[src/rtl/jpdt_pkg.sv]
// Shared types, register indexes and constants for the joint PD torque unit.
package jpdt_pkg;

  localparam int unsigned CfgIdxW = 3;

  localparam logic [CfgIdxW-1:0] REG_ABAD_STOP     = 3'd0;
  localparam logic [CfgIdxW-1:0] REG_HIP_STOP      = 3'd1;
  localparam logic [CfgIdxW-1:0] REG_SS_STIFFNESS  = 3'd2;
  localparam logic [CfgIdxW-1:0] REG_SS_DAMPING    = 3'd3;
  localparam logic [CfgIdxW-1:0] REG_FULL_LIMITS   = 3'd4;
  localparam logic [CfgIdxW-1:0] REG_REDUCED_LIMIT = 3'd5;
  localparam logic [CfgIdxW-1:0] REG_DISABLED_LIM  = 3'd6;

  localparam logic [63:0] STOP_LIMITS_RESET = 64'h7FFF_FFFF_8000_0000;

  localparam logic [1:0] JOINT_ABAD = 2'd0;
  localparam logic [1:0] JOINT_HIP  = 2'd1;
  localparam logic [1:0] JOINT_KNEE = 2'd2;
  localparam logic [1:0] JOINT_NONE = 2'd3;

  localparam int unsigned FLAG_ENABLE  = 0;
  localparam int unsigned FLAG_REDUCED = 1;

  typedef struct packed {
    logic [63:0] abad_stop;
    logic [63:0] hip_stop;
    logic [30:0] ss_stiffness;
    logic [30:0] ss_damping;
    logic [47:0] full_limits;
    logic [47:0] reduced_limits;
    logic [47:0] disabled_limits;
  } cfg_regs_t;

  typedef struct packed {
    logic [1:0]  joint;
    logic [31:0] position;
    logic [31:0] velocity;
    logic [31:0] target_position;
    logic [31:0] target_velocity;
    logic [31:0] stiffness_gain;
    logic [31:0] damping_gain;
    logic [31:0] feedforward_torque;
    logic [1:0]  mode_flags;
  } sample_t;

  typedef struct packed {
    logic [31:0] gain_a;
    logic [32:0] err_a;
    logic [31:0] gain_b;
    logic [32:0] err_b;
    logic        sub_b;
    logic [31:0] ff;
    logic [15:0] lim;
    logic        null_joint;
  } operands_t;

  typedef struct packed {
    logic [64:0] prod_a;
    logic [64:0] prod_b;
    logic        sub_b;
    logic [31:0] ff;
    logic [15:0] lim;
    logic        null_joint;
  } products_t;

  typedef struct packed {
    logic [50:0] tau;
    logic [15:0] lim;
    logic        null_joint;
  } sum_t;

endpackage

[src/rtl/jpdt_clamp.sv]
// Stage 4: clamp to the selected torque limit; holds the output register.
module jpdt_clamp
  import jpdt_pkg::*;
(
  input  logic        clk,
  input  logic        rst,
  input  logic        in_valid,
  output logic        in_ready,
  input  sum_t        in_data,
  output logic        out_valid,
  input  logic        out_ready,
  output logic [31:0] torque
);

  logic signed [50:0] lim_pos;
  logic signed [50:0] lim_neg;
  logic signed [50:0] tau;
  logic [31:0]        torque_next;

  assign lim_pos = $signed({27'd0, in_data.lim, 8'd0});
  assign lim_neg = -lim_pos;
  assign tau     = $signed(in_data.tau);

  always_comb begin
    if (in_data.null_joint) begin
      torque_next = '0;
    end else if (tau > lim_pos) begin
      torque_next = lim_pos[31:0];
    end else if (tau < lim_neg) begin
      torque_next = lim_neg[31:0];
    end else begin
      torque_next = tau[31:0];
    end
  end

  assign in_ready = !out_valid || out_ready;

  always_ff @(posedge clk) begin
    if (rst) begin
      out_valid <= 1'b0;
    end else if (in_ready) begin
      out_valid <= in_valid;
    end
  end

  always_ff @(posedge clk) begin
    if (in_ready && in_valid) begin
      torque <= torque_next;
    end
  end

endmodule

[config.mk]
export PLATFORM = sky130hd
export DESIGN_NAME = jpdt_clamp
export DESIGN_NICKNAME = d
export VERILOG_FILES = /design/src/rtl/jpdt_pkg.sv /design/src/rtl/jpdt_clamp.sv
export SDC_FILE = /design/constraint.sdc
export NUM_CORES = 1
export LEC_CHECK = 0
export ABC_AREA = 1
export CAP_MARGIN = 20
export CORE_MARGIN = 4
export CORE_UTILIZATION = 45
export DETAILED_ROUTE_END_ITERATION = 7
export DONT_BUFFER_PORTS = 1
export GPL_ROUTABILITY_DRIVEN = 0
export GPL_TIMING_DRIVEN = 1
export PLACE_DENSITY_LB_ADDON = 0.05
export RECOVER_POWER = 50
export REMOVE_ABC_BUFFERS = 1
export SLEW_MARGIN = 20
export SYNTH_ARGS = -nofsm -noshare
export SYNTH_HDL_FRONTEND = slang
export SYNTH_SLANG_ARGS = --single-unit
[constraint.sdc]
create_clock -name clk -period 3.6 [get_ports clk]
set_input_delay 0.36 -clock clk [delete_from_list [all_inputs] [get_ports clk]]
set_output_delay 0.36 -clock clk [all_outputs]
set_load 0.005 [all_outputs]
==> flow_metrics.py <==
metrics = {
    "floorplan": {
        "die_x_um": 99.3,
        "boundaryPins": 106,
        "rows": 33,
        "chipHeight_um": 99.3,
        "dieArea_sq_um": 9860,
        "initial_utilization": 0.459,
        "coreArea_sq_um": 8180,
    },
    "setup_path": {
        "r2r_end": "torque[24]",
        "rr_startpoint": "out_valid",
        "r2r_cells": 2,
        "worst-setup-path-type": "input port to flop",
        "crit_start": "in_data[1]",
        "r2r_slack_ns": 1.32,
        "crit_path_start_kind": "input port",
        "crit_path_end_kind": "flop",
        "worstPathArrival_ns": 3.44,
        "path_max_fanout": 12,
        "critPathCapture": "torque[9]",
        "cp.required_ns": 3.64,
    },
    "synth": {
        "synthesis.area_sq_um": 3750,
        "synth-edff-count": 32,
        "synth-async-reset-ratio": 0,
        "synth_top_area_share": 0.256,
        "synth_seq_cells": 33,
        "netlist_top_cells_area": "edfxtp_1, ha_1, nand2_1",
        "yosysMostFrequentCell": "nand2_1",
        "ys.flop_type": "edfxtp_1",
        "synthCells": 535,
        "ys_seq_area_frac": 0.262,
        "yosys.area.top_type": "edfxtp_1",
        "yosysWarnings": 0,
        "ys_types": 32,
        "synth_commonest_cells": "nand2_1, inv_1, ha_1",
        "avgSynthCellArea_sq_um": 7.01,
    },
    "finish": {
        "final_cells": 663,
        "multi_input_area_sq_um": 2490,
        "layout-area-overhead-vs-synth_pct": 11.8,
        "fillers": 848,
        "num_antenna_cells": 0,
        "nets": 690,
        "seq_area_sq_um": 981,
        "drive_gt1_frac": 0.120,
    },
    "power_and_ir_drop": {
        "irDropWorstVdd_mv": 0.170,
        "leakagePower_nw": 2.21,
        "power_density_nw_per_um2": 233,
    },
    "sta": {
        "fmax_mhz": 295,
        "tightest_slew_ns": 1.84,
        "setup_violations": 0,
        "hold_violations": 0,
        "slew-limit-headroom": -0.228,
        "fin_crit_ns": 3.39,
        "fin_skew_ns": 0.00735,
        "slew_viol_final": 18,
        "hold-worst-slack_ns": 0.141,
        "timing.final.crit_share": 0.943,
    },
    "routing": {
        "first_pass_iters": 4,
        "drc_errors": 0,
        "drt.antenna.violating_nets": 0,
        "vias_per_cell": 5.02,
        "avgRoutedWirePerCell_um": 15.1,
        "drt-total-wl_um": 10000,
        "drt_iter0_drc": 104,
        "num_vias": 3329,
    },
    "clock_tree": {
        "clk_pin_slew_worst_paths_ns": 0.07,
        "tritoncts.num_buffers": 5,
        "cts.sinks": 33,
        "clockBufferDepth": 2,
        "cts.htree.levels": 2,
        "root_buffer": "clkbuf_8",
        "insertion_delay_ns": 0.29,
        "cts_tree": "built",
    },
    "global_route": {
        "track_usage": 0.201,
        "grt_first_pass_wirelength_um": 16100,
        "grt_pass1_vias": 3243,
        "grt_max_degree": 33,
        "overflow": 0,
        "antenna_found_initial": 0,
    },
    "run_status": {
        "violations": "capacitance limit, slew limit",
        "status": "finished with violations",
    },
    "job": {
        "drv_cap": 1,
    },
    "placed_design": {
        "place_inst": 650,
        "port-buffer-count": 0,
        "dpl.hpwl_um": 8130,
    },
    "hold_path": {
        "hold_path.class": "input port to flop",
    },
}
logic make-up (layout without fill, tap and decap cells):
kind of cell               Yosys count  after routing  synth area share
adders and majority gates           61             61             0.204
xor gates and xnor gates            12             12            0.0280
DFF                                 33             33             0.262
buffers and inverters               88            109            0.0964
AOI/OAI and AO/OA                   38             38            0.0574
and+or+nand+nor                    303            305             0.353
metal layers:
| layer | global-route usage | vias up | part of all wire |
|---|---|---|---|
| met5 | 0 | - | 0 |
| met1 | 0.267 | 1461 | 0.47 |
| met4 | 0.0357 | 0 | 0.0074 |
| li1 | - | 1777 | - |
| met3 | 0.0512 | 5 | 0.068 |
| met2 | 0.334 | 86 | 0.46 |
cell type report:
| cell class | count | share of cell area |
|---|---|---|
| multi-input cells | 416 | 0.595 |
| well taps | 105 | 0.0313 |
| inverters | 78 | 0.0699 |
| clock buffers | 5 | 0.0164 |
| clock inverters | 3 | 0.00418 |
| repair buffers | 23 | 0.0490 |
| flip-flops and latches | 33 | 0.234 |
through the flow:
| stage | area [sq um] | utilization | power, mW | TNS [ns] | worst slack (ns) |
|---|---|---|---|---|---|
| after floorplan | 3680 | - | 0.634 | 0 | 0.140 |
| after global placement | 3990 | 0.488 | 0.688 | -0.000840 | -0.000840 |
| after detailed placement | 3990 | 0.488 | 0.693 | -1.63 | -0.0977 |
| after CTS | 4070 | 0.498 | 0.980 | 0 | 0.204 |
| after global routing | 4190 | 0.513 | 1.05 | -0.128 | -0.0204 |
| final | 4190 | 0.513 | 0.977 | 0 | 0.206 |
sequential cells by signal (all words and copies together) (netlist names):
name / flops
out_valid: 1
torque: 32
worst min-delay path by stage:
| stage | cells past startpoint | slack (ns) | to | startpoint |
|---|---|---|---|---|
| finish | 1 | 0.14 | out_valid | rst |
| global placement | 1 | 0.43 | out_valid | rst |
| CTS | 1 | 0.13 | out_valid | rst |
| global route | 1 | 0.14 | out_valid | rst |
| detailed placement | 1 | 0.44 | out_valid | rst |
| floorplan | 1 | 0.43 | out_valid | rst |
repair_timing:
action                     in CTS  in global routing
hold buffers                    0                  0
resized for setup               0                 16
setup buffers                   0                  2
setup endpoints to repair       0                 20
worst max-delay path: stages:
cell and delay, ns:
inv_1 0.05, ha_1 0.18, nand3_1 0.12, nor3_2 0.26
nand4_1 0.19, nor3_2 0.15, nand4_1 0.10, buf_4 0.19
nor3_2 0.15, buf_4 0.15, ha_1 0.23, nand2_1 0.07
nand2_1 0.05, nand2_1 0.06, a21oi_1 0.06, nor2_1 0.13
nand2_1 0.08, nand2_1 0.12, nand4_1 0.21, buf_4 0.23
nand2_8 0.11, nand2_1 0.06, nand3_1 0.08, nand2_1 0.05
where the power goes:
group / switching [mW] / internal [mW] / total, mW
sequential: 0.0137 / 0.454 / 0.467
clock: 0.150 / 0.134 / 0.284
combinational: 0.137 / 0.0886 / 0.226
total: 0.301 / 0.676 / 0.977
placed cells by master (no fill, tap or decap), types with 6 or more instances in the layout:
cell	Yosys	final
ha_1	61	61
a21oi_1	25	23
nand2_1	174	173
nor3_1	16	10
edfxtp_1	32	32
a21oi_2	4	6
buf_4	2	21
nor2_1	53	51
nor3_2	2	7
nand4_1	10	10
xor2_1	12	12
inv_1	76	76
nand3_1	27	27
No activity file was read; power rests on OpenSTA's default activity.
