==> src/rtl/jpdt_pkg.sv <==
// Shared types, register indexes and constants for the joint PD torque unit.
package jpdt_pkg;

  localparam int unsigned CfgIdxW = 3;

  localparam logic [CfgIdxW-1:0] REG_ABAD_STOP     = 3'd0;
  localparam logic [CfgIdxW-1:0] REG_HIP_STOP      = 3'd1;
  localparam logic [CfgIdxW-1:0] REG_SS_STIFFNESS  = 3'd2;
  localparam logic [CfgIdxW-1:0] REG_SS_DAMPING    = 3'd3;
  localparam logic [CfgIdxW-1:0] REG_FULL_LIMITS   = 3'd4;
  localparam logic [CfgIdxW-1:0] REG_REDUCED_LIMIT = 3'd5;
  localparam logic [CfgIdxW-1:0] REG_DISABLED_LIM  = 3'd6;

  localparam logic [63:0] STOP_LIMITS_RESET = 64'h7FFF_FFFF_8000_0000;

  localparam logic [1:0] JOINT_ABAD = 2'd0;
  localparam logic [1:0] JOINT_HIP  = 2'd1;
  localparam logic [1:0] JOINT_KNEE = 2'd2;
  localparam logic [1:0] JOINT_NONE = 2'd3;

  localparam int unsigned FLAG_ENABLE  = 0;
  localparam int unsigned FLAG_REDUCED = 1;

  typedef struct packed {
    logic [63:0] abad_stop;
    logic [63:0] hip_stop;
    logic [30:0] ss_stiffness;
    logic [30:0] ss_damping;
    logic [47:0] full_limits;
    logic [47:0] reduced_limits;
    logic [47:0] disabled_limits;
  } cfg_regs_t;

  typedef struct packed {
    logic [1:0]  joint;
    logic [31:0] position;
    logic [31:0] velocity;
    logic [31:0] target_position;
    logic [31:0] target_velocity;
    logic [31:0] stiffness_gain;
    logic [31:0] damping_gain;
    logic [31:0] feedforward_torque;
    logic [1:0]  mode_flags;
  } sample_t;

  typedef struct packed {
    logic [31:0] gain_a;
    logic [32:0] err_a;
    logic [31:0] gain_b;
    logic [32:0] err_b;
    logic        sub_b;
    logic [31:0] ff;
    logic [15:0] lim;
    logic        null_joint;
  } operands_t;

  typedef struct packed {
    logic [64:0] prod_a;
    logic [64:0] prod_b;
    logic        sub_b;
    logic [31:0] ff;
    logic [15:0] lim;
    logic        null_joint;
  } products_t;

  typedef struct packed {
    logic [50:0] tau;
    logic [15:0] lim;
    logic        null_joint;
  } sum_t;

endpackage

==> src/rtl/jpdt_front.sv <==
// Stage 1: soft-stop window test, error terms, gain and limit selection.
module jpdt_front
  import jpdt_pkg::*;
(
  input  logic      clk,
  input  logic      rst,
  input  cfg_regs_t regs,
  input  logic      in_valid,
  output logic      in_ready,
  input  sample_t   in_data,
  output logic      out_valid,
  input  logic      out_ready,
  output operands_t out_data
);

  logic [63:0]        window;
  logic signed [31:0] upper;
  logic signed [31:0] lower;
  logic signed [31:0] pos;
  logic               above;
  logic               below;
  logic               stopped;
  logic signed [32:0] d_up;
  logic signed [32:0] d_lo;
  logic signed [32:0] d_tgt;
  logic signed [32:0] d_vel;
  logic [47:0]        lim_table;
  operands_t          ops_next;

  assign window = (in_data.joint == JOINT_ABAD) ? regs.abad_stop : regs.hip_stop;
  assign upper  = $signed(window[63:32]);
  assign lower  = $signed(window[31:0]);
  assign pos    = $signed(in_data.position);
  assign above  = pos > upper;
  assign below  = pos < lower;
  assign stopped = ((in_data.joint == JOINT_ABAD) || (in_data.joint == JOINT_HIP))
                   && (above || below);

  assign d_up  = $signed({upper[31], upper}) - $signed({pos[31], pos});
  assign d_lo  = $signed({lower[31], lower}) - $signed({pos[31], pos});
  assign d_tgt = $signed({in_data.target_position[31], in_data.target_position})
               - $signed({pos[31], pos});
  assign d_vel = $signed({in_data.target_velocity[31], in_data.target_velocity})
               - $signed({in_data.velocity[31], in_data.velocity});

  always_comb begin
    if (!in_data.mode_flags[FLAG_ENABLE]) begin
      lim_table = regs.disabled_limits;
    end else if (in_data.mode_flags[FLAG_REDUCED]) begin
      lim_table = regs.reduced_limits;
    end else begin
      lim_table = regs.full_limits;
    end
  end

  always_comb begin
    ops_next            = '0;
    ops_next.sub_b      = stopped;
    ops_next.ff         = in_data.feedforward_torque;
    ops_next.null_joint = (in_data.joint == JOINT_NONE);
    if (stopped) begin
      ops_next.gain_a = {1'b0, regs.ss_stiffness};
      ops_next.err_a  = above ? d_up : d_lo;
      ops_next.gain_b = {1'b0, regs.ss_damping};
      ops_next.err_b  = {in_data.velocity[31], in_data.velocity};
    end else begin
      ops_next.gain_a = in_data.stiffness_gain;
      ops_next.err_a  = d_tgt;
      ops_next.gain_b = in_data.damping_gain;
      ops_next.err_b  = d_vel;
    end
    case (in_data.joint)
      JOINT_ABAD: ops_next.lim = lim_table[15:0];
      JOINT_HIP:  ops_next.lim = lim_table[31:16];
      JOINT_KNEE: ops_next.lim = lim_table[47:32];
      default:    ops_next.lim = '0;
    endcase
  end

  assign in_ready = !out_valid || out_ready;

  always_ff @(posedge clk) begin
    if (rst) begin
      out_valid <= 1'b0;
    end else if (in_ready) begin
      out_valid <= in_valid;
    end
  end

  always_ff @(posedge clk) begin
    if (in_ready && in_valid) begin
      out_data <= ops_next;
    end
  end

endmodule

==> config.mk <==
export PLATFORM = sky130hd
export DESIGN_NAME = jpdt_front
export DESIGN_NICKNAME = d
export VERILOG_FILES = /design/src/rtl/jpdt_pkg.sv /design/src/rtl/jpdt_front.sv
export SDC_FILE = /design/constraint.sdc
export NUM_CORES = 1
export LEC_CHECK = 0
export ABC_AREA = 1
export BUFFER_PORTS_ARGS = -buffer_cell sky130_fd_sc_hd__buf_2
export CAP_MARGIN = 15
export CORE_AREA = 4 4 291 293
export DETAILED_ROUTE_END_ITERATION = 8
export DIE_AREA = 0 0 295 297
export GPL_TIMING_DRIVEN = 0
export MAX_ROUTING_LAYER = met4
export PLACE_DENSITY_LB_ADDON = 0.3
export SYNTH_ARGS = -nofsm -noshare
export SYNTH_HDL_FRONTEND = slang
export SYNTH_SLANG_ARGS = --single-unit
==> constraint.sdc <==
create_clock -name clk -period 19.23 [get_ports clk]
set_input_delay 1.923 -clock clk [delete_from_list [all_inputs] [get_ports clk]]
set_output_delay 1.923 -clock clk [all_outputs]
set_load 0.005 [all_outputs]
==> results.md <==
- Run status: finished, final reports clean
- CP Capture Type: flip-flop
- Hold-fix buffers at CTS: 0
- Avg WL per Cell: 23.78 um
- Main synth FF type: edfxtp_1
- DRC Markers: 0
- Max Freq: 140.1 MHz
- Port Buf Inserts: 746
- Pin count of the biggest net entering global routing: 29
- Worst-path clk slew: 0.09 ns
- Clock Latency Late Sink: 0.49 ns
- Slew Limit Fails: 0
- Share of layout cells above drive strength 1: 26.52%
- CP Class: in -> reg
- GRT met2 Usage: 43.08%
- GP Congestion: 0.9732
- Maximum VDD drop: 0.00006508 V
- Yosys cell types: 50
- Cell mode on critical path: nand2_2
- Post-synth EDFFs: 180
- Reg-to-reg critical path startpoint: out_valid
- Initial antenna violation count: 41
- 1st-iter DRT viols: 1,575
- Mapped Nets: 3,442
- Die W: 295 um
- Global route overflow: 0
- Final core utilization: 29.98%
- Pin slew with the least headroom to its limit: 1.340 ns
- Fin crit share: 37.12%
- Worst path slowest cell: clkbuf_1
- LEAKAGE: 12.92 nW
- Syn avg cell area: 6.800 sq um
- Hold_sp: out_valid
- Final min period: 7.139 ns
- Die area: 0.08762 sq mm
- Relative slew margins: 10.67%
- Post-CTS Resized: 0
- CTS tree: yes
- Most Used Layer, Global Route: met2
- Global-route wire length before repair: 150,300 um
- Htree depth: 4
- Postcts setup bufs: 0
- # rows: 105
- Final Hold Viols: 0
- Clock Tree Buf Depth: 2
- Die Ht: 297 um
- Vias: 21,450
- Final setup vio count: 0
- CTS Root Cell: clkbuf_16
- Reg2reg end: out_data[57]
- Starting Density: 22.80%
- DP Area: 0.02388 sq mm
- Met3 usage: 2.889%
- Vias per inst: 4.639
- Cells after synthesis: 2,744
- Drt first pass iters: 5
- Power per Cell Area: 67.17 mW/mm^2
- CP Depth: 25
- Min-Delay Path Depth: 2
- Placed Cells: 4,567
- Setup TNS: 0 ns
- Ports: 748
- TritonCTS buffer count: 17
- Crit start category: input port
- Synth-to-Final Area Change: 31.48%
- Syn. warnings: 0
- Data required, critical path: 19.45 ns
- Max incr delay on CP: 0.76 ns
- Reg2reg path depth: 5
- RSZ-0062 raised after global routing: no
- Vias in the first global route: 20,520
- Num Clock Sinks: 181
- Async S/R FF share, synth: 0%
- Core Region: 0.08185 sq mm
- Crit-path leading delay family: buffers and inverters
- Post-route ant nets: 0
- DP Wirelength: 97,380 um
- Finished Layout Cells: 4,625
- WP buf/inv: 8
- Synth Register Bits: 181
- WL final: 110,000 um
- Worst Skew: 0.01896 ns
- Syn Std Cell Area: 0.01866 sq mm
- Max-capacitance violation count: 0
- Met1 GRT Util: 28.54%
- NumNets Final: 4,214
- CP Data Arrival Time: 7.36 ns
- Worst Hold End: out_valid
- Total GRT Usage: 24.73%
- Critical path peak fanout: 10
- Final Cell Area: 0.02453 sq mm
- Hold Crit Class: reg -> reg
- Post-synthesis sequential area ratio: 29.07%
- Register-to-Register Setup Slack: 17.14 ns
## how the worst max path moves through the flow
stage / from / endpoint / slack (ns)
after global placement: in_valid / out_data[147] / 2.40
after global routing: in_data[226] / out_data[110] / 11.86
after detailed placement: in_data[226] / out_data[107] / 11.48
after CTS: in_data[226] / out_data[107] / 11.96
after floorplan: in_valid / out_data[0] / 7.84
final: in_data[226] / out_data[174] / 12.09
## cells in the mapped netlist (8+ instances only)
library cell,count,area share [%]
nand2_1,988,20
inv_1,348,7.0
nand3_1,230,6.2
edfxtp_1,180,29
nor2_1,174,3.5
a21oi_1,151,4.0
ha_1,128,8.6
xor2_1,64,3.0
mux2_2,62,3.7
o21ai_0,61,1.6
a221oi_1,38,1.8
clkbuf_1,38,0.76
nor3_1,26,0.70
nand4_1,24,0.80
nand3_2,22,1.2
a21o_1,20,0.80
o21bai_1,20,0.80
buf_2,17,0.46
xnor2_1,17,0.80
inv_2,15,0.30
o21a_1,15,0.60
buf_1,12,0.24
a21boi_0,8,0.32
nand2_2,8,0.27
## per-stage QoR
step / total power (W) / setup slack, ns / hold WS [ns]
final: 0.001648 / 12.09 / 0.5573
after detailed placement: 0.001290 / 11.48 / 0.5437
after global routing: 0.001752 / 11.86 / 0.6092
after floorplan: 0.0009568 / 7.840 / 0.5067
after global placement: 0.001296 / 2.401 / 0.4821
after CTS: 0.001661 / 11.96 / 0.5558
## registers in the layout (all words and copies together) (netlist names)
name and count:
out_valid 1, out_data 180
## area by class of cell
type                       count  area [sq um]
multi-input combinational   2118         11460
clock buffer                  19         452.9
buffer                        81         424.2
tap                         1070          1339
antenna                       26         65.06
timing repair buffer         753          3874
inverter                     364          1366
fill                        9232         57310
clock inverter                13         132.6
sequential                   181          5425
## cells by family after synthesis
family,count (synthesis),share of synthesized area (%)
flops,181,29.07
buf+inv,445,9.595
fa+ha+maj,132,9.012
mux,64,3.849
xor+xnor,81,3.802
compound gates,340,11.10
simple gates,1501,33.57
## metal layers
layer  wire (um)  part of all wire, %
met1       43770                   40
met3        6250                  5.7
met2       54750                   50
met5           0                    0
met4        5230                  4.8
## worst register-to-register path, cell delays in order, from the launching register on
cell and delay [ns]:
dfxtp_1 0.36, a21oi_4 0.45, buf_12 0.27, buf_12 0.23
buf_12 0.23, buf_12 0.23
## cell usage in the layout, fill, tap and decap left out, types with 6 or more instances in the layout
cell type / n
clkbuf_16: 17
a21oi_1: 150
nand2_2: 8
inv_8: 6
and2_1: 7
xor2_1: 64
buf_2: 763
inv_2: 15
buf_4: 7
a21o_1: 20
buf_1: 12
edfxtp_1: 180
nor3_1: 26
ha_1: 128
clkbuf_1: 38
diode_2: 26
o21a_1: 15
nand3_2: 22
buf_12: 8
nand3_1: 230
a221oi_1: 38
o21bai_1: 20
nand2_1: 988
a21boi_0: 8
inv_1: 348
xnor2_1: 17
nand4_1: 24
mux2_2: 62
o21ai_0: 61
nor2_1: 174
## power by group
part	switching, W	total [W]	internal, W
clock	0.000188	0.000368	0.000180
combinational	0.000504	0.000770	0.000267
sequential	0.0000119	0.000510	0.000498
total	0.000704	0.00165	0.000945
(Power assumes the default switching activity.)
