[src/rtl/jpdt_pkg.sv]
// Shared types, register indexes and constants for the joint PD torque unit.
package jpdt_pkg;

  localparam int unsigned CfgIdxW = 3;

  localparam logic [CfgIdxW-1:0] REG_ABAD_STOP     = 3'd0;
  localparam logic [CfgIdxW-1:0] REG_HIP_STOP      = 3'd1;
  localparam logic [CfgIdxW-1:0] REG_SS_STIFFNESS  = 3'd2;
  localparam logic [CfgIdxW-1:0] REG_SS_DAMPING    = 3'd3;
  localparam logic [CfgIdxW-1:0] REG_FULL_LIMITS   = 3'd4;
  localparam logic [CfgIdxW-1:0] REG_REDUCED_LIMIT = 3'd5;
  localparam logic [CfgIdxW-1:0] REG_DISABLED_LIM  = 3'd6;

  localparam logic [63:0] STOP_LIMITS_RESET = 64'h7FFF_FFFF_8000_0000;

  localparam logic [1:0] JOINT_ABAD = 2'd0;
  localparam logic [1:0] JOINT_HIP  = 2'd1;
  localparam logic [1:0] JOINT_KNEE = 2'd2;
  localparam logic [1:0] JOINT_NONE = 2'd3;

  localparam int unsigned FLAG_ENABLE  = 0;
  localparam int unsigned FLAG_REDUCED = 1;

  typedef struct packed {
    logic [63:0] abad_stop;
    logic [63:0] hip_stop;
    logic [30:0] ss_stiffness;
    logic [30:0] ss_damping;
    logic [47:0] full_limits;
    logic [47:0] reduced_limits;
    logic [47:0] disabled_limits;
  } cfg_regs_t;

  typedef struct packed {
    logic [1:0]  joint;
    logic [31:0] position;
    logic [31:0] velocity;
    logic [31:0] target_position;
    logic [31:0] target_velocity;
    logic [31:0] stiffness_gain;
    logic [31:0] damping_gain;
    logic [31:0] feedforward_torque;
    logic [1:0]  mode_flags;
  } sample_t;

  typedef struct packed {
    logic [31:0] gain_a;
    logic [32:0] err_a;
    logic [31:0] gain_b;
    logic [32:0] err_b;
    logic        sub_b;
    logic [31:0] ff;
    logic [15:0] lim;
    logic        null_joint;
  } operands_t;

  typedef struct packed {
    logic [64:0] prod_a;
    logic [64:0] prod_b;
    logic        sub_b;
    logic [31:0] ff;
    logic [15:0] lim;
    logic        null_joint;
  } products_t;

  typedef struct packed {
    logic [50:0] tau;
    logic [15:0] lim;
    logic        null_joint;
  } sum_t;

endpackage

[src/rtl/jpdt_cfg.sv]
// Configuration register file for the joint PD torque unit.
module jpdt_cfg
  import jpdt_pkg::*;
(
  input  logic               clk,
  input  logic               rst,
  input  logic               cfg_valid,
  output logic               cfg_ready,
  input  logic [CfgIdxW-1:0] cfg_index,
  input  logic [63:0]        cfg_data,
  output cfg_regs_t          regs
);

  assign cfg_ready = 1'b1;

  always_ff @(posedge clk) begin
    if (rst) begin
      regs.abad_stop       <= STOP_LIMITS_RESET;
      regs.hip_stop        <= STOP_LIMITS_RESET;
      regs.ss_stiffness    <= '0;
      regs.ss_damping      <= '0;
      regs.full_limits     <= '0;
      regs.reduced_limits  <= '0;
      regs.disabled_limits <= '0;
    end else if (cfg_valid && cfg_ready) begin
      case (cfg_index)
        REG_ABAD_STOP:     regs.abad_stop       <= cfg_data;
        REG_HIP_STOP:      regs.hip_stop        <= cfg_data;
        REG_SS_STIFFNESS:  regs.ss_stiffness    <= cfg_data[30:0];
        REG_SS_DAMPING:    regs.ss_damping      <= cfg_data[30:0];
        REG_FULL_LIMITS:   regs.full_limits     <= cfg_data[47:0];
        REG_REDUCED_LIMIT: regs.reduced_limits  <= cfg_data[47:0];
        REG_DISABLED_LIM:  regs.disabled_limits <= cfg_data[47:0];
        default: ;
      endcase
    end
  end

endmodule

[config.mk]
export PLATFORM = sky130hd
export DESIGN_NAME = jpdt_cfg
export DESIGN_NICKNAME = d
export VERILOG_FILES = /design/src/rtl/jpdt_pkg.sv /design/src/rtl/jpdt_cfg.sv
export SDC_FILE = /design/constraint.sdc
export NUM_CORES = 1
export LEC_CHECK = 0
export ABC_AREA = 1
export ABC_CLOCK_PERIOD_IN_PS = 1570
export BUFFER_PORTS_ARGS = -buffer_cell sky130_fd_sc_hd__buf_2
export CAP_MARGIN = 40
export CORE_MARGIN = 8
export CORE_UTILIZATION = 40
export CTS_CLUSTER_SIZE = 40
export DETAILED_ROUTE_END_ITERATION = 12
export GPL_ROUTABILITY_DRIVEN = 0
export GPL_TIMING_DRIVEN = 1
export MAX_ROUTING_LAYER = met4
export PLACE_DENSITY = 0.66
export RECOVER_POWER = 100
export SLEW_MARGIN = 20
export SYNTH_ARGS = -nofsm -noshare
export SYNTH_HDL_FRONTEND = slang
export SYNTH_SLANG_ARGS = --single-unit
[constraint.sdc]
create_clock -name clk -period 1.57 [get_ports clk]
set_clock_uncertainty 0.05 [all_clocks]
set_input_delay 0.0785 -clock clk [delete_from_list [all_inputs] [get_ports clk]]
set_output_delay 0.0785 -clock clk [all_outputs]
set_load 0.005 [all_outputs]
==> metrics.txt, run 1 <==
status=completed; syn_nets=1884; Biggest register=regs; Initial Util=0.405; synth unique cells=12; Cell Pwr Density=1150 nW/um^2; unrepaired setup endpoints after global routing=no; number of flops mapped to enable cells by yosys=0; Peak Freq=791 MHz; number of global-route vias before repair=12600; WP buf/inv=4; Top Registers=regs: 334 flops; # setup viols final=0; fin area=16600 sq um; period utilization=0.805; switch share=0.249; Switching Power=4.74 mW; slowest stage cell, crit path=dlygate4sd3_1; setup TNS=0 ns; Final ANT Viol Nets=0; Yosys top cell area share=0.526; CP required=1.95 ns; Clk network pwr share=0.429; Worst R2R Path Depth=2; DRC Markers=0; Clock Tree Root=clkbuf_16; register area share after synthesis=0.526; type of the most critical hold path=in -> reg; cts bufs inserted=37; IO buf count=403; Filler cells=3188; Starting DRT DRC Count=1104; first-pass GRT wire length=72100 um; Multi-input gate area=5340 sq um; Avg Cell Area, Syn=7.01 sq um; final hold vios=0; Synth Instances=1814; sequential group share of total power=0.470; dpl ws=0.267 ns; Die H=194 um; initial antenna violation count=1; Wirelength per Cell=17.6 um; Total GRT Usage=0.242; setup bufs post-CTS=0; number of flip-flops in the largest register=334; routed wire length=46500 um; Syn Std Cell Area=12700 sq um; core area=31400 sq um; CTS Buffer Depth=3; delay-heaviest family, CP=buffers and inverters; io pins=405; Syn-to-layout area delta=30.8%; asr flop ratio synth=0; worst skew pair latency=0.49 ns; startpoint types=input pin; hold buffers post-CTS=51; largest net degree at the start of global routing=75; Die Area=37700 sq um; Peak VDD IR=0.686 mV; max-cap check violation count=0; placed instance area=15300 sq um; via count=13200; CTS tree=yes; Worst Path Arrival=1.65 ns; hold depth=5; Critical Path Stages=6; Pins Over Slew Limit=0; Internal=14.3 mW; final-stage net count=2286; Pre-antenna DRT Iters=5; number of gates resized after cts=0; Yosys top cell by area=dfxtp_1; Via density=4.98; row count=65; Die W=194 um; Reg clk slew, reported paths=0.06 ns; Combinational Power Share=0.101; DP HPWL=31600 um; max incr delay on CP=0.54 ns; CP max FO=74; Pleak=7.31 nW; CP cell instances=dlygate4sd3_1, clkbuf_1, inv_8, buf_12, nand2_1, nor2_1; Final Critical Period=1.26 ns; top post-synthesis cells by area=dfxtp_1 (53%), nor2_1 (16%), nand3_1 (13%); CP Capture Type=flip-flop; WS Path Type=in -> reg; Worst Setup Slack, final=0.306 ns; Syn. warnings=0; H-tree depth=2; most common cell in the netlist=nor2_1; Primary FF master, synth=dfxtp_1; layout cell share with drive strength beyond 1=0.0978; gr ovfl total=0; TritonCTS sink count=334; flops & latches, synth=334; Post-synth top cells=nor2_1 (547), nand2_1 (406), dfxtp_1 (334), nand3_1 (334), clkbuf_1 (77); FF/Latch Area=6690 sq um
==> worst min-delay path: cells and delay by family <==
kind                   cells  cell delay (ns)
and+or+nand+nor            3             0.24
buffers and inverters      2             0.21
==> stage by stage <==
step | cells | hold slack (ns) | total power, mW | util
final | 2643 | 0.00604 | 19.1 | 0.530
after global routing | 2642 | 0.0307 | 19.8 | 0.530
after CTS | 2641 | 0.00153 | 19.3 | 0.541
after detailed placement | 2528 | 0.244 | 11.0 | 0.489
after global placement | 2528 | 0.242 | 11.0 | 0.489
after floorplan | 1814 | 0.142 | 10.1 | -
==> routing by layer <==
layer / up-vias / global-route usage / share of wire
li1: 6457 / - / -
met1: 6008 / 0.296 / 0.42
met2: 599 / 0.381 / 0.45
met3: 102 / 0.0674 / 0.094
met4: 0 / 0.0806 / 0.031
met5: - / - / 0
==> logic make-up after synthesis <==
family / after synthesis / synth area share
buffers and inverters: 188 / 0.0590
AND/OR/NAND/NOR: 1291 / 0.415
other: 1 / 0.000295
flip-flops: 334 / 0.526
==> power by group through the flow <==
| stage | sequential (mW) | combinational, mW | clock [mW] |
|---|---|---|---|
| 6_report | 8.97 | 1.93 | 8.19 |
| 2_1_floorplan | 9.13 | 0.992 | 0 |
| 4_1_cts | 8.96 | 1.99 | 8.34 |
| 3_3_place_gp | 9.13 | 1.86 | 0 |
| 3_5_place_dp | 9.14 | 1.89 | 0 |
| 5_1_grt | 8.99 | 2.14 | 8.71 |
==> cell usage in the layout, fill, tap and decap left out, drive strengths merged <==
cell type	n
nand2	406
buf	159
conb	1
clkbuf	346
nand3	334
dfxtp	334
inv	57
diode	2
nor2	551
dlygate4sd3	51
==> final cells by class <==
cell class	instances	area share
Inverter	56	0.0132
Clock buffer	61	0.0677
Multi-Input combinational cell	1292	0.321
Sequential cell	334	0.402
Timing Repair Buffer	495	0.165
Tap cell	402	0.0302
Antenna cell	2	0.000301
Clock inverter	1	0.000526
==> worst paths after layout <==
| kind | startpoint | endpoint | slack [ns] |
|---|---|---|---|
| hold / removal | cfg_data[13] | regs[13] | 0.006 |
| hold reg to reg | regs[262] | regs[262] | 0.42 |
| setup reg to reg | regs[219] | regs[219] | 0.89 |
| setup / recovery | rst | regs[51] | 0.31 |
Power figures use the tool's default switching activity.
==> inputs of run 2 (changes only) <==
ABC_CLOCK_PERIOD_IN_PS = 1050   (was 1570)
PLACE_DENSITY = 0.69   (was 0.66)
clock period = 1.05 ns   (was 1.57 ns; I/O delays follow)
==> run 2 against run 1 <==
Compared with the run above:
- the flow now finishes with violations (setup timing)
- sequential share of layout area shrank 3.9 points
- critical path depth shrank 5
- core utilization grew 9.4 points
- via count grew 4.4%
- global-route usage grew 1.1 points
- final area grew 18%
- flip-flop and latch count is the same
- first-iteration DRC count shrank 17%
- power grew 55%
- combinational power grew 87%
- wire length grew 7.5%
- critical path type is now reg -> out
- clock-buffer cell count shrank 6
==> metrics.txt, run 2 (same netlist as run 1, synthesis figures left out) <==
Combinational Power Share=0.122 (was 0.101); failing checks=setup timing; Peak VDD IR=1.02 mV (was 0.686 mV); final hold vios=0 (unchanged); max-cap check violation count=0 (unchanged); Worst Setup Slack, final=-0.0233 ns (was 0.306 ns); Die Area=37700 sq um (unchanged); slowest stage cell, crit path=dfxtp_2 (was dlygate4sd3_1); CP cell instances=buf_6 (was dlygate4sd3_1, clkbuf_1, inv_8, buf_12, nand2_1, nor2_1); worst skew pair latency=0.50 ns (was 0.49 ns); hold depth=5 (unchanged); gr ovfl total=0 (unchanged); number of global-route vias before repair=13500 (was 12600); Clock Tree Root=clkbuf_16 (unchanged); Top Registers=regs: 334 flops (unchanged); cts bufs inserted=37 (unchanged); number of flip-flops in the largest register=334 (unchanged); CP max FO=2 (was 74); Wirelength per Cell=18.5 um (was 17.6 um); H-tree depth=2 (unchanged); Cell Pwr Density=1510 nW/um^2 (was 1150 nW/um^2); Hold Startpoint=cfg_data[29] (was cfg_data[13]); CTS tree=yes (unchanged); WP buf/inv=1 (was 4); Worst R2R Path Depth=4 (was 2); Biggest register=regs (unchanged); CP Capture Type=primary output (was flip-flop); WS Path Type=reg -> out (was in -> reg); type of the most critical hold path=in -> reg (unchanged); CTS Buffer Depth=3 (unchanged); Switching Power=7.41 mW (was 4.74 mW); Multi-input gate area=5340 sq um (about the same); DP HPWL=32400 um (was 31600 um); crit path from=regs[122] (was rst); row count=65 (unchanged); Die W=194 um (unchanged); # setup viols final=71 (was 0); Final ANT Viol Nets=0 (unchanged); Finished Core Util=0.624 (was 0.530); dpl ws=-0.209 ns (was 0.267 ns); hold endpoint=regs[204] (was regs[13]); via count=13700 (was 13200); Final Critical Period=1.07 ns; Syn-to-layout area delta=54.0% (was 30.8%); IO buf count=403 (unchanged); Pins Over Slew Limit=0 (unchanged); R2R Path End=regs[178] (was regs[219]); most common cell after layout, fill and taps aside=nor2_1 (unchanged); DRC Markers=0 (unchanged); period utilization=1.02; reg2reg setup slack=0.19 ns (was 0.89 ns); largest net degree at the start of global routing=60 (was 75); Reg2Reg Launch Point=regs[178] (was regs[219]); Worst Path Arrival=0.97 ns (was 1.65 ns); most frequent cells in the layout=nor2_1 (541), nand2_1 (406), nand3_1 (334), dfxtp_2 (334), buf_6 (258) (was nor2_1 (540), nand2_1 (406), nand3_1 (334), dfxtp_1 (334), clkbuf_1 (298)); Pre-antenna DRT Iters=5 (unchanged); first-pass GRT wire length=75500 um (was 72100 um); setup TNS=-0.550 ns (was 0 ns); Pleak=9.10 nW (was 7.31 nW); Reg clk slew, reported paths=0.06 ns (about the same); max incr delay on CP=0.36 ns (was 0.54 ns); Via density=5.09 (was 4.98); status=finished with violations (was completed); switch share=0.251 (was 0.249); unrepaired setup endpoints after global routing=yes (was no); initial antenna violation count=1 (unchanged); routed wire length=50000 um (was 46500 um); Peak Freq=932 MHz; layout cell share with drive strength beyond 1=0.387 (was 0.0978); Initial Util=0.405 (unchanged); startpoint types=flip-flop (was input pin); Die H=194 um (unchanged); Internal=22.1 mW (was 14.3 mW); sequential group share of total power=0.459 (was 0.470); core area=31400 sq um (unchanged); Clk network pwr share=0.419 (was 0.429); delay-heaviest family, CP=flip-flops (was buffers and inverters); FF/Latch Area=7100 sq um (was 6690 sq um); CP required=0.95 ns (was 1.95 ns); Total GRT Usage=0.253 (was 0.242); Filler cells=2557 (was 3188); TritonCTS sink count=334 (unchanged); Starting DRT DRC Count=918 (was 1104); io pins=405 (unchanged); final-stage net count=2340 (was 2286)
run 2: worst max path at each step:
stage	slack (ns)	end	depth (start not counted)
global route	-0.07	regs[166]	7
floorplan	0.003	regs[133]	7
detailed placement	-0.21	regs[208]	7
CTS	-0.05	regs[144]	1
finish	-0.02	regs[122]	1
global placement	-0.19	regs[69]	7
run 2: layout make-up:
type | instances | share of cell area
clock inverters | 9 | 0.00390
clock buffers | 55 | 0.0543
repair buffers | 549 | 0.269
well taps | 402 | 0.0257
diodes | 1 | 0.000128
inverters | 56 | 0.0112
multi-input cells | 1292 | 0.273
flip-flops and latches | 334 | 0.363
run 2: per-stage QoR:
step / cell area [sq um] / hold slack, ns / power (mW) / instances
floorplan: 12700 / 0.116 / 15.1 / 1814
global placement: 15600 / 0.215 / 16.6 / 2546
detailed placement: 15600 / 0.221 / 16.6 / 2546
CTS: 18800 / 0.000226 / 29.4 / 2682
global route: 19600 / 0.0373 / 30.6 / 2698
finish: 19600 / 0.0156 / 29.5 / 2698
run 2: power by group through the flow:
stage	Sequential [mW]	Combinational (mW)	Clock [mW]
floorplan	13.7	1.48	0
global placement	13.6	2.92	0
detailed placement	13.7	2.95	0
CTS	13.5	3.37	12.5
global route	13.6	3.93	13.1
finish	13.6	3.60	12.4
run 2: timing repair:
item | 4_1_cts | 5_1_grt
resized for setup | 485 | 113
hold buffers | 59 | 0
setup buffers | 13 | 14
cloned | 0 | 1
endpoints found under the hold margin | 265 | 0
endpoints found under the setup margin | 333 | 338
run 2: metal layers:
metal,routed length (um),global-route usage
met1,19300,0.282
met2,24200,0.414
met3,4750,0.0795
met4,1770,0.109
met5,0,-
