==> src/rtl/jpdt_pkg.sv <==
// Shared types, register indexes and constants for the joint PD torque unit.
package jpdt_pkg;

  localparam int unsigned CfgIdxW = 3;

  localparam logic [CfgIdxW-1:0] REG_ABAD_STOP     = 3'd0;
  localparam logic [CfgIdxW-1:0] REG_HIP_STOP      = 3'd1;
  localparam logic [CfgIdxW-1:0] REG_SS_STIFFNESS  = 3'd2;
  localparam logic [CfgIdxW-1:0] REG_SS_DAMPING    = 3'd3;
  localparam logic [CfgIdxW-1:0] REG_FULL_LIMITS   = 3'd4;
  localparam logic [CfgIdxW-1:0] REG_REDUCED_LIMIT = 3'd5;
  localparam logic [CfgIdxW-1:0] REG_DISABLED_LIM  = 3'd6;

  localparam logic [63:0] STOP_LIMITS_RESET = 64'h7FFF_FFFF_8000_0000;

  localparam logic [1:0] JOINT_ABAD = 2'd0;
  localparam logic [1:0] JOINT_HIP  = 2'd1;
  localparam logic [1:0] JOINT_KNEE = 2'd2;
  localparam logic [1:0] JOINT_NONE = 2'd3;

  localparam int unsigned FLAG_ENABLE  = 0;
  localparam int unsigned FLAG_REDUCED = 1;

  typedef struct packed {
    logic [63:0] abad_stop;
    logic [63:0] hip_stop;
    logic [30:0] ss_stiffness;
    logic [30:0] ss_damping;
    logic [47:0] full_limits;
    logic [47:0] reduced_limits;
    logic [47:0] disabled_limits;
  } cfg_regs_t;

  typedef struct packed {
    logic [1:0]  joint;
    logic [31:0] position;
    logic [31:0] velocity;
    logic [31:0] target_position;
    logic [31:0] target_velocity;
    logic [31:0] stiffness_gain;
    logic [31:0] damping_gain;
    logic [31:0] feedforward_torque;
    logic [1:0]  mode_flags;
  } sample_t;

  typedef struct packed {
    logic [31:0] gain_a;
    logic [32:0] err_a;
    logic [31:0] gain_b;
    logic [32:0] err_b;
    logic        sub_b;
    logic [31:0] ff;
    logic [15:0] lim;
    logic        null_joint;
  } operands_t;

  typedef struct packed {
    logic [64:0] prod_a;
    logic [64:0] prod_b;
    logic        sub_b;
    logic [31:0] ff;
    logic [15:0] lim;
    logic        null_joint;
  } products_t;

  typedef struct packed {
    logic [50:0] tau;
    logic [15:0] lim;
    logic        null_joint;
  } sum_t;

endpackage

==> src/rtl/jpdt_sum.sv <==
// Stage 3: scale the products down by 16 bits (floor) and add feedforward.
module jpdt_sum
  import jpdt_pkg::*;
(
  input  logic      clk,
  input  logic      rst,
  input  logic      in_valid,
  output logic      in_ready,
  input  products_t in_data,
  output logic      out_valid,
  input  logic      out_ready,
  output sum_t      out_data
);

  logic signed [50:0] term_a;
  logic signed [50:0] term_b;
  logic signed [50:0] term_b_s;
  logic signed [50:0] ff_ext;
  logic signed [50:0] tau;

  assign term_a   = $signed({{2{in_data.prod_a[64]}}, in_data.prod_a[64:16]});
  assign term_b   = $signed({{2{in_data.prod_b[64]}}, in_data.prod_b[64:16]});
  assign term_b_s = in_data.sub_b ? -term_b : term_b;
  assign ff_ext   = $signed({{19{in_data.ff[31]}}, in_data.ff});
  assign tau      = term_a + term_b_s + ff_ext;

  assign in_ready = !out_valid || out_ready;

  always_ff @(posedge clk) begin
    if (rst) begin
      out_valid <= 1'b0;
    end else if (in_ready) begin
      out_valid <= in_valid;
    end
  end

  always_ff @(posedge clk) begin
    if (in_ready && in_valid) begin
      out_data.tau        <= tau;
      out_data.lim        <= in_data.lim;
      out_data.null_joint <= in_data.null_joint;
    end
  end

endmodule

==> config.mk <==
export PLATFORM = sky130hd
export DESIGN_NAME = jpdt_sum
export DESIGN_NICKNAME = d
export VERILOG_FILES = /design/src/rtl/jpdt_pkg.sv /design/src/rtl/jpdt_sum.sv
export SDC_FILE = /design/constraint.sdc
export NUM_CORES = 1
export LEC_CHECK = 0
export ABC_CLOCK_PERIOD_IN_PS = 4400
export BUFFER_PORTS_ARGS = -buffer_cell sky130_fd_sc_hd__buf_2
export CORE_ASPECT_RATIO = 1.75
export CORE_MARGIN = 2
export CORE_UTILIZATION = 25
export DETAILED_ROUTE_END_ITERATION = 12
export PLACE_DENSITY = 0.48
export SLEW_MARGIN = 5
export SYNTH_ARGS = -nofsm -noshare
export SYNTH_HDL_FRONTEND = slang
export SYNTH_SLANG_ARGS = --single-unit
==> constraint.sdc <==
create_clock -name clk -period 4.4 [get_ports clk]
set_clock_uncertainty 0.15 [all_clocks]
set_input_delay 0 -clock clk [delete_from_list [all_inputs] [get_ports clk]]
set_output_delay 0 -clock clk [all_outputs]
set_load 0.1 [all_outputs]
==> results of run 1 <==
[per-layer routing]
layer  GRT usage  up-vias  wire [µm]
met3      0.0361       38       1270
met2       0.388      217      16100
met4      0.0810        0        991
met1       0.182     3476       9750
met5           0        -          0
li1            -     3545          -
[report_power, final]
part,switching [µW],total [µW],internal (µW)
clock network,319,775,456
logic,2600,4000,1400
registers,50.6,1040,989
[sequential cells by signal, summed over array words and instances (netlist names)]
| name | count |
|---|---|
| out_valid | 1 |
| out_data | 68 |
[cell type report]
cell class	count	area, µm²
clock inverters	5	58.8
multi-input cells	605	5490
repair buffers	455	3000
diodes	1	2.50
clock buffers	11	243
fillers	2843	16600
flip-flops and latches	69	2060
inverters	24	90.1
well taps	373	467
[cell usage in the layout, fill, tap and decap left out, types with 20 or more instances in the layout]
master         netlist  layout
a21oi_1             56      40
fa_1                51      50
ha_1                51      39
buf_4                0     209
edfxtp_1            68      68
buf_2                0     214
inv_1               24      24
xnor2_1             78      70
nand2_1             62      58
o21ai_0             61      45
dlygate4sd3_1        0      20
nor2_1              41      39
[kinds of logic (layout without fill, tap and decap cells)]
| kind of cell | count (synthesis) | count (layout) | share of synthesized area |
|---|---|---|---|
| compound gates | 206 | 206 | 0.182 |
| other cells | 0 | 1 | 0 |
| buf+inv | 43 | 495 | 0.0238 |
| flops | 69 | 69 | 0.290 |
| fa+ha+maj | 102 | 102 | 0.233 |
| mux | 3 | 3 | 0.00422 |
| simple gates | 199 | 199 | 0.150 |
| xor+xnor | 95 | 95 | 0.117 |
[worst register-to-register path, stage by stage, from the launching register on]
cell and delay [ns]:
dfxtp_1 0.31, nand2b_1 0.10, and2_4 0.81
[worst paths after layout]
kind / startpoint / endpoint / slack, ns / depth (start not counted)
worst max-delay path: in_data[92] / out_data[66] / -0.07 / 18
worst min-delay path: in_data[17] / out_data[17] / 0.02 / 4
worst max register to register: out_valid / out_data[19] / 2.59 / 2
worst min register to register: out_valid / out_valid / 0.92 / 3
[repair_timing]
| item | in CTS | in global routing |
|---|---|---|
| hold buffers | 20 | 0 |
| pin swaps | 43 | 35 |
| hold endpoints to repair | 19 | 0 |
| endpoints found under the setup margin | 13 | 19 |
| setup buffers | 13 | 3 |
| resized for setup | 60 | 64 |
[metrics by stage]
step	hold slack [ns]	instance area, µm²	std cells	TNS, ns
floorplan	-0.0809	7170	717	-0.949
global placement	0.00684	10200	1491	-8.87
detailed placement	0.0102	10200	1491	-9.12
CTS	0.00343	11100	1539	-0.532
global route	0.0356	11400	1542	-0.909
finish	0.0226	11400	1543	-0.218
[synthesized netlist by cell type, drive strengths merged (13+ instances only)]
cell type and n:
fa 51, o21ai 62, inv 24, nand2 62, nand3 13, a21o 17
xnor2 78, a21oi 56, o31ai 17, edfxtp 68, ha 51, clkbuf 18
xor2 17, nor2 41
==> results.cfg, run 1 <==
[cts]
clk_latency_ns = 0.36
clk_path_buf_depth = 2
htree_num_levels = 3
clkTransAtPathRegs_ns = 0.06
clock_sinks = 69
cts_tree = yes
cts_made_buffers = 9
cts_root_buf = clkbuf_16

[synth]
postSynthCellCount = 717
synth_edf_count = 68
yosys.area.top_type_share = 0.287
synth_nets = 1003
synth-seq-cells = 69
ys_warn_count = 0
synthArstFlopShare = 0
synth.distinct_cells = 62
avgSynthCellArea_um2 = 9.91
synth_area_leaders = edfxtp_1 (29%), fa_1 (14%), xnor2_1 (9.6%), ha_1 (9.0%), o21ai_0 (4.3%)
ys.flop_type = edfxtp_1
yosys.area.top_type = edfxtp_1
synthesis.area_um2 = 7110
yosysSeqAreaShare = 0.290

[power_and_ir_drop]
total_power_uw = 5810
leakage_uw = 0.00497
ir_worst_vdd_uv = 223
powerDensity_nw_per_um2 = 509

[timing]
relSlewSlack = 0.324
hold_viol = 0
setup_viol = 4
maxClockFrequency_mhz = 224
fin_crit_sh = 1.02
fin_crit_ns = 4.47
slew_violations = 0
rsz0062_at_grt = yes
layout_setup_ws_ns = -0.0720
worstMarginPinSlew_ns = 1.01

[critical_path]
cp.arrival_ns = 4.53
cpPeakStageDelay_ns = 0.54
crit_family = simple AND/OR/NAND/NOR gates
worst-endpoint-required_ns = 4.46
crit_type = in -> reg
cpMostUsedCell = a21o_1
start_kind = input pin
worstPathCellList = buf_2 -> or4_4 -> or2_4 -> or3_4 -> or4_4 -> or3_4 -> nand2_4 -> xnor2_2 -> fa_1 -> ha_4 -> buf_6 -> a21o_1 -> a21o_1 -> a2111oi_4 -> a21oi_2 -> a21o_1 -> a22o_1 -> a31oi_1
endpoint_kind = register
critPathMaxFanout = 4
cp_slowest_cell = or4_4
path_buf_inv = 2

[routing]
detail-route-antenna-nets = 0
vias = 7276
firstDrtPassIters = 4
drt_iter0_markers = 299
post_drt_wl_per_cell_um = 18.2
wirelength_um = 28100
vias_per_cell = 4.72
drc = 0

[status]
outcome = finished, violations left
violations = setup timing

[global_route]
track_usage = 0.190
antenna_found_initial = 1
grt_pass1_vias = 7906
grt_max_degree = 69
grt_pass1_wl_um = 42700
overflow = 0

[floorplan]
design.portCount = 254
core-area_um2 = 28000
fp.dieW_um = 131
num_rows = 81
die_y_um = 227
start_util = 0.254
die_area_um2 = 29900

[place]
gp_congestion = 0.879
io_buffers = 221
dpl.hpwl_um = 23400
place_ws_ns = -0.674

[worst_hold_path]
hold_class = in -> reg

[flow_run]
drv_cap = 0

[cells_and_area]
drive_gt1_frac = 0.475
utilization = 0.408
nNetsFinal = 1450
area_growth_pct = 60.5
(Power assumes the default switching activity.)
==> run 2, diff against run 1 <==
- CORE_UTILIZATION: 25 -> 47
- PLACE_DENSITY: 0.48 -> 0.79
==> run 2 against run 1 <==
Net effect: the run still ends with setup timing left; sequential power about the same; final area down 5.7%; via count up 4.4%; worst setup slack worse by 0.068 ns; flip-flop and latch count unchanged; power down 2.0%; critical path depth unchanged; first-iteration DRC count up 25%; clock power up 2.7%; combinational power down 3%; critical endpoint is now out_data[62]; largest power group unchanged; highest routed layer unchanged.
==> results.cfg, run 2 (same netlist as run 1, synthesis figures left out) <==
[cts]
clock_sinks = 69
htree_num_levels = 3
clk_path_buf_depth = 2
cts_made_buffers = 9
clkTransAtPathRegs_ns = 0.06
cts_root_buf = clkbuf_16
clk_latency_ns = 0.34
cts_tree = yes

[floorplan]
core-area_um2 = 14800
fp.dieW_um = 97.0
die_y_um = 167
num_rows = 59
design.portCount = 254
die_area_um2 = 16200
start_util = 0.479

[routing]
vias_per_cell = 5.74
wl_met3_um = 1500
firstDrtPassIters = 5
post_drt_wl_per_cell_um = 20.0
top_layer = met4
drt-met1-wl_um = 8260
drc = 0
vias = 7593
wirelength_um = 26400
drt_iter0_markers = 373
wl_met2_um = 14300
detail-route-antenna-nets = 0

[global_route]
overflow = 0
grt_max_degree = 36
antenna_found_initial = 2
grt_pass1_vias = 7984
track_usage = 0.317
grt_pass1_wl_um = 40000

[flow_run]
drv_cap = 0

[critical_path]
cp.arrival_ns = 4.49
cpPeakStageDelay_ns = 0.53
crit_family = simple AND/OR/NAND/NOR gates
endpoint_kind = register
crit_type = in -> reg
cp_slowest_cell = or4_4
path_buf_inv = 2
critPathMaxFanout = 6
start_kind = input pin
worst-endpoint-required_ns = 4.35
worstPathCellList = buf_8 -> nor4_4 -> nand3b_4 -> or4_4 -> or2_4 -> or4_4 -> buf_6 -> o31ai_4 -> xnor2_1 -> fa_1 -> ha_4 -> and3_4 -> and2_4 -> a221o_1 -> a22o_1 -> a31o_4 -> a41oi_2 -> xnor2_1

[timing]
layout_setup_ws_ns = -0.140
slew_violations = 0
hold_viol = 0
relSlewSlack = 0.443
maxClockFrequency_mhz = 220
fin_crit_ns = 4.54
setup_viol = 7
fin_crit_sh = 1.03
worstMarginPinSlew_ns = 0.836
rsz0062_at_grt = yes

[cells_and_area]
top_regs = out_data: 68 flops, out_valid: 1 flops
most-common-layout-cells = buf_2 (217), buf_4 (177), xnor2_1 (75)
largest_reg_flops = 68
layout_commonest_cell = buf_2
area_growth_pct = 51.3
drive_gt1_frac = 0.438
regMostFlops = out_data
nNetsFinal = 1418
stdcell_area_um2 = 10800

[worst_hold_path]
hold_class = in -> reg

[status]
violations = setup timing
outcome = finished, violations left

[place]
dpl.hpwl_um = 20800
io_buffers = 221
place_ws_ns = -0.609
gp_congestion = 0.971
place_area_um2 = 9740

[power_and_ir_drop]
ir_worst_vdd_uv = 435
leakage_uw = 0.00476
powerDensity_nw_per_um2 = 529
-- run 2: cell count changes in the layout (fill, tap and decap cells not counted), sizes merged --
cell / change
clkbuf: -2
dlygate4sd3: -1
bufinv: +1
diode: +1
buf: -31
clkinv: +2
clkinvlp: -1
-- run 2: worst register-to-register path, delay by kind of cell (launching register included) --
kind,cells,cell delay (ns)
flip-flops,1,0.32
AND/OR/NAND/NOR,2,0.82
buffers and inverters,1,0.53
-- run 2: power breakdown --
group	internal [µW]	switching, µW	leakage [µW]	total, µW
Clock	498	298	0.000154	796
Sequential	988	49.6	0.000666	1040
Combinational	1290	2570	0.00394	3860
-- run 2: repair_timing --
item                                    in CTS  in global routing
endpoints found under the setup margin      14                 16
hold buffers                                19                  0
cloned                                       0                  0
pin swaps                                   10                 21
endpoints found under the hold margin       18                  0
gates resized for setup                     40                 54
setup buffers                                2                  7
-- run 2: final cells by class --
cell class / count / area, µm²
fill: 1045 / 4080
inverter: 24 / 90.1
timing repair buffer: 423 / 2730
sequential: 69 / 2060
clock inverter: 7 / 97.6
tap: 183 / 229
antenna: 2 / 5.00
multi-input combinational: 605 / 5320
clock buffer: 9 / 225
-- run 2: per-stage QoR --
stage	power [µW]	util	std cells	hold WS (ns)	TNS, ns
2_1_floorplan	3490	-	717	-0.0809	-0.949
3_3_place_gp	4590	0.656	1277	0.00926	-6.19
3_5_place_dp	4630	0.656	1277	0.0266	-7.31
4_1_cts	5520	0.703	1314	0.0400	-0.153
5_1_grt	5950	0.725	1322	0.0620	-1.79
6_report	5690	0.725	1322	0.0389	-0.700
-- run 2: path summary, 6_finish.rpt --
check | end | slack (ns) | startpoint | cells after the start
worst max-delay path | out_data[62] | -0.14 | in_data[80] | 18
worst min register to register | out_valid | 0.96 | out_valid | 3
worst min-delay path | out_data[17] | 0.04 | in_data[131] | 4
worst max register to register | out_data[65] | 2.20 | out_valid | 3
-- run 2: per-layer routing --
layer,track usage,vias up
met2,0.604,383
met4,0.244,0
li1,-,3488
met5,0,-
met1,0.293,3592
met3,0.0474,130
==> run 3, diff against run 2 <==
- ABC_AREA: default -> 1
- CORE_UTILIZATION: 47 -> 49
- SKIP_LAST_GASP: default -> 1
==> run 3 against run 2 <==
Net effect: the flow now finishes without violations; non-clock buffer count fell by 179; final cell count increased by 39%; clock power fell by 6.0%; worst setup slack better by 0.85 ns; wire length up 10%; critical endpoint is now out_data[67].
==> results.cfg, run 3 <==
[cells_and_area]
most-common-layout-cells = nand2_1 (455), inv_1 (251), buf_2 (221)
drive_gt1_frac = 0.197
top_regs = out_data: 68 flops, out_valid: 1 flops
layout_commonest_cell = nand2_1
nNetsFinal = 1884
instances_no_fill = 1837
regMostFlops = out_data
largest_reg_flops = 68
diodes = 0
area_growth_pct = 21.0

[timing]
setup_tns_ns = 0
slew_violations = 0
setup_viol = 0
fin_crit_ns = 3.70
worstMarginPinSlew_ns = 0.844
hold_viol = 0
fin_crit_sh = 0.840
rsz0062_at_grt = no
maxClockFrequency_mhz = 271
relSlewSlack = 0.437

[place]
dpl.hpwl_um = 25300
io_buffers = 221
gp_congestion = 1.02
dp_cells = 1802

[critical_path]
ff2ff_setup_slack_ns = 2.70
crit_end = out_data[67]
worst-endpoint-required_ns = 4.35
crit_type = in -> reg
critPathMaxFanout = 7
start_kind = input pin
critPathLaunch = in_data[66]
cp.arrival_ns = 3.64
r2r_cells = 2
r2r-start = out_valid
endpoint_kind = register
r2r-end = out_data[21]

[power_and_ir_drop]
ir_worst_vdd_uv = 514
powerDensity_nw_per_um2 = 469
leakage_uw = 0.00585

[synth]
synthesis.area_um2 = 9090
ys_warn_count = 0
synth_common_cells = nand2_1 (455), inv_1 (251), nor2_1 (124)
yosys.area.top_type = edfxtp_1
synth_nets = 1635
yosysSeqAreaShare = 0.227
avgSynthCellArea_um2 = 6.74
yosys.area.top_type_share = 0.225
synth.distinct_cells = 38
synth.most_common_cell = nand2_1
synth_edf_count = 68
postSynthCellCount = 1349
synth_area_leaders = edfxtp_1 (22%), nand2_1 (19%), fa_1 (11%), inv_1 (10%), ha_1 (7.0%)
ys.flop_type = edfxtp_1
synthArstFlopShare = 0
synth-seq-cells = 69

[routing]
vias = 9321
wirelength_um = 29100
drc = 0
firstDrtPassIters = 8
vias_per_cell = 5.07
post_drt_wl_per_cell_um = 15.8
drt_iter0_markers = 450
detail-route-antenna-nets = 0

[flow_run]
drv_cap = 0

[cts]
cts_tree = yes
cts_resized = 0
postCtsSetupBuffers = 0
clock_sinks = 69
ctsHoldBuffers = 19
clkTransAtPathRegs_ns = 0.07
htree_num_levels = 3
clk_path_buf_depth = 2
clk_latency_ns = 0.33
cts_made_buffers = 9
cts_root_buf = clkbuf_16

[floorplan]
die_area_um2 = 19700
die_y_um = 184
design.portCount = 254
fp.dieW_um = 107
core-area_um2 = 18100
num_rows = 65
start_util = 0.501

[global_route]
grt_pass1_wl_um = 45400
antenna_found_initial = 0
grt_max_degree = 69
track_usage = 0.302
overflow = 0
grt_pass1_vias = 9484

[worst_hold_path]
hold_class = in -> reg
hold_depth = 4
hp-start = in_data[131]

[status]
outcome = complete, no violations
[run 3: cell count changes after synthesis, sizes merged, moves of 9 or more]
cell    change
inv       +240
a21o       -16
nor2      +104
o31ai      -13
clkbuf     -16
nand2     +414
and3       -12
o21ai      -38
nand4      +14
a21oi      -12
xor2       +41
or4         -9
xnor2      -67
nand3      +59
[run 3: cell families after synthesis]
kind of cell	after synthesis	synth area share
compound gates	86	0.0551
xor+xnor	69	0.0665
fa+ha+maj	102	0.183
buf+inv	270	0.112
flops	69	0.227
simple gates	753	0.357
[run 3: stage by stage]
stage	hold WS [ns]	setup WS, ns	utilization	total power, µW	area [µm²]
3_3_place_gp	0.00901	0.477	0.579	4320	10500
3_5_place_dp	0.0100	0.389	0.579	4370	10500
6_report	0.0401	0.705	0.607	5160	11000
4_1_cts	0.0592	0.746	0.607	5130	11000
2_1_floorplan	-0.0809	1.12	-	3590	9090
5_1_grt	0.0764	0.393	0.607	5460	11000
[run 3: metal layers]
layer / global-route usage / share of wire
met4: 0.242 / 0.093
met5: 0 / 0
met1: 0.281 / 0.33
met2: 0.582 / 0.53
met3: 0.0297 / 0.044
[run 3: cell type report]
class	instances	area (µm²)
tap	234	293
timing repair buffer	244	1330
sequential	69	2060
multi-input combinational	1010	6020
inverter	264	991
clock buffer	9	225
fill	1786	7130
clock inverter	7	82.6
[run 3: worst max-delay path, cell delays in order]
cell     delay [ns]
buf_2          0.10
inv_1          0.19
ha_1           0.25
nand3_2        0.14
nor2_2         0.20
nand3_1        0.09
nand2_1        0.15
nand3_1        0.11
xor2_1         0.33
fa_1           0.48
ha_1           0.44
nand2_1        0.13
inv_1          0.07
nand2_1        0.08
nor3_1         0.42
nand2_1        0.14
nor2_1         0.11
nand2_1        0.07
nand3_1        0.08
nand2_1        0.05
[run 3: report_power, final]
group | leakage (µW) | internal (µW) | switching [µW]
logic | 0.00504 | 824 | 2580
clock network | 0.000145 | 448 | 300
registers | 0.000668 | 966 | 39.4
[run 3: worst min-delay path by stage]
stage,end,slack (ns)
finish,out_data[17],0.04
global route,out_data[17],0.08
global placement,out_valid,0.009
floorplan,out_valid,-0.08
detailed placement,out_valid,0.01
CTS,out_data[17],0.06
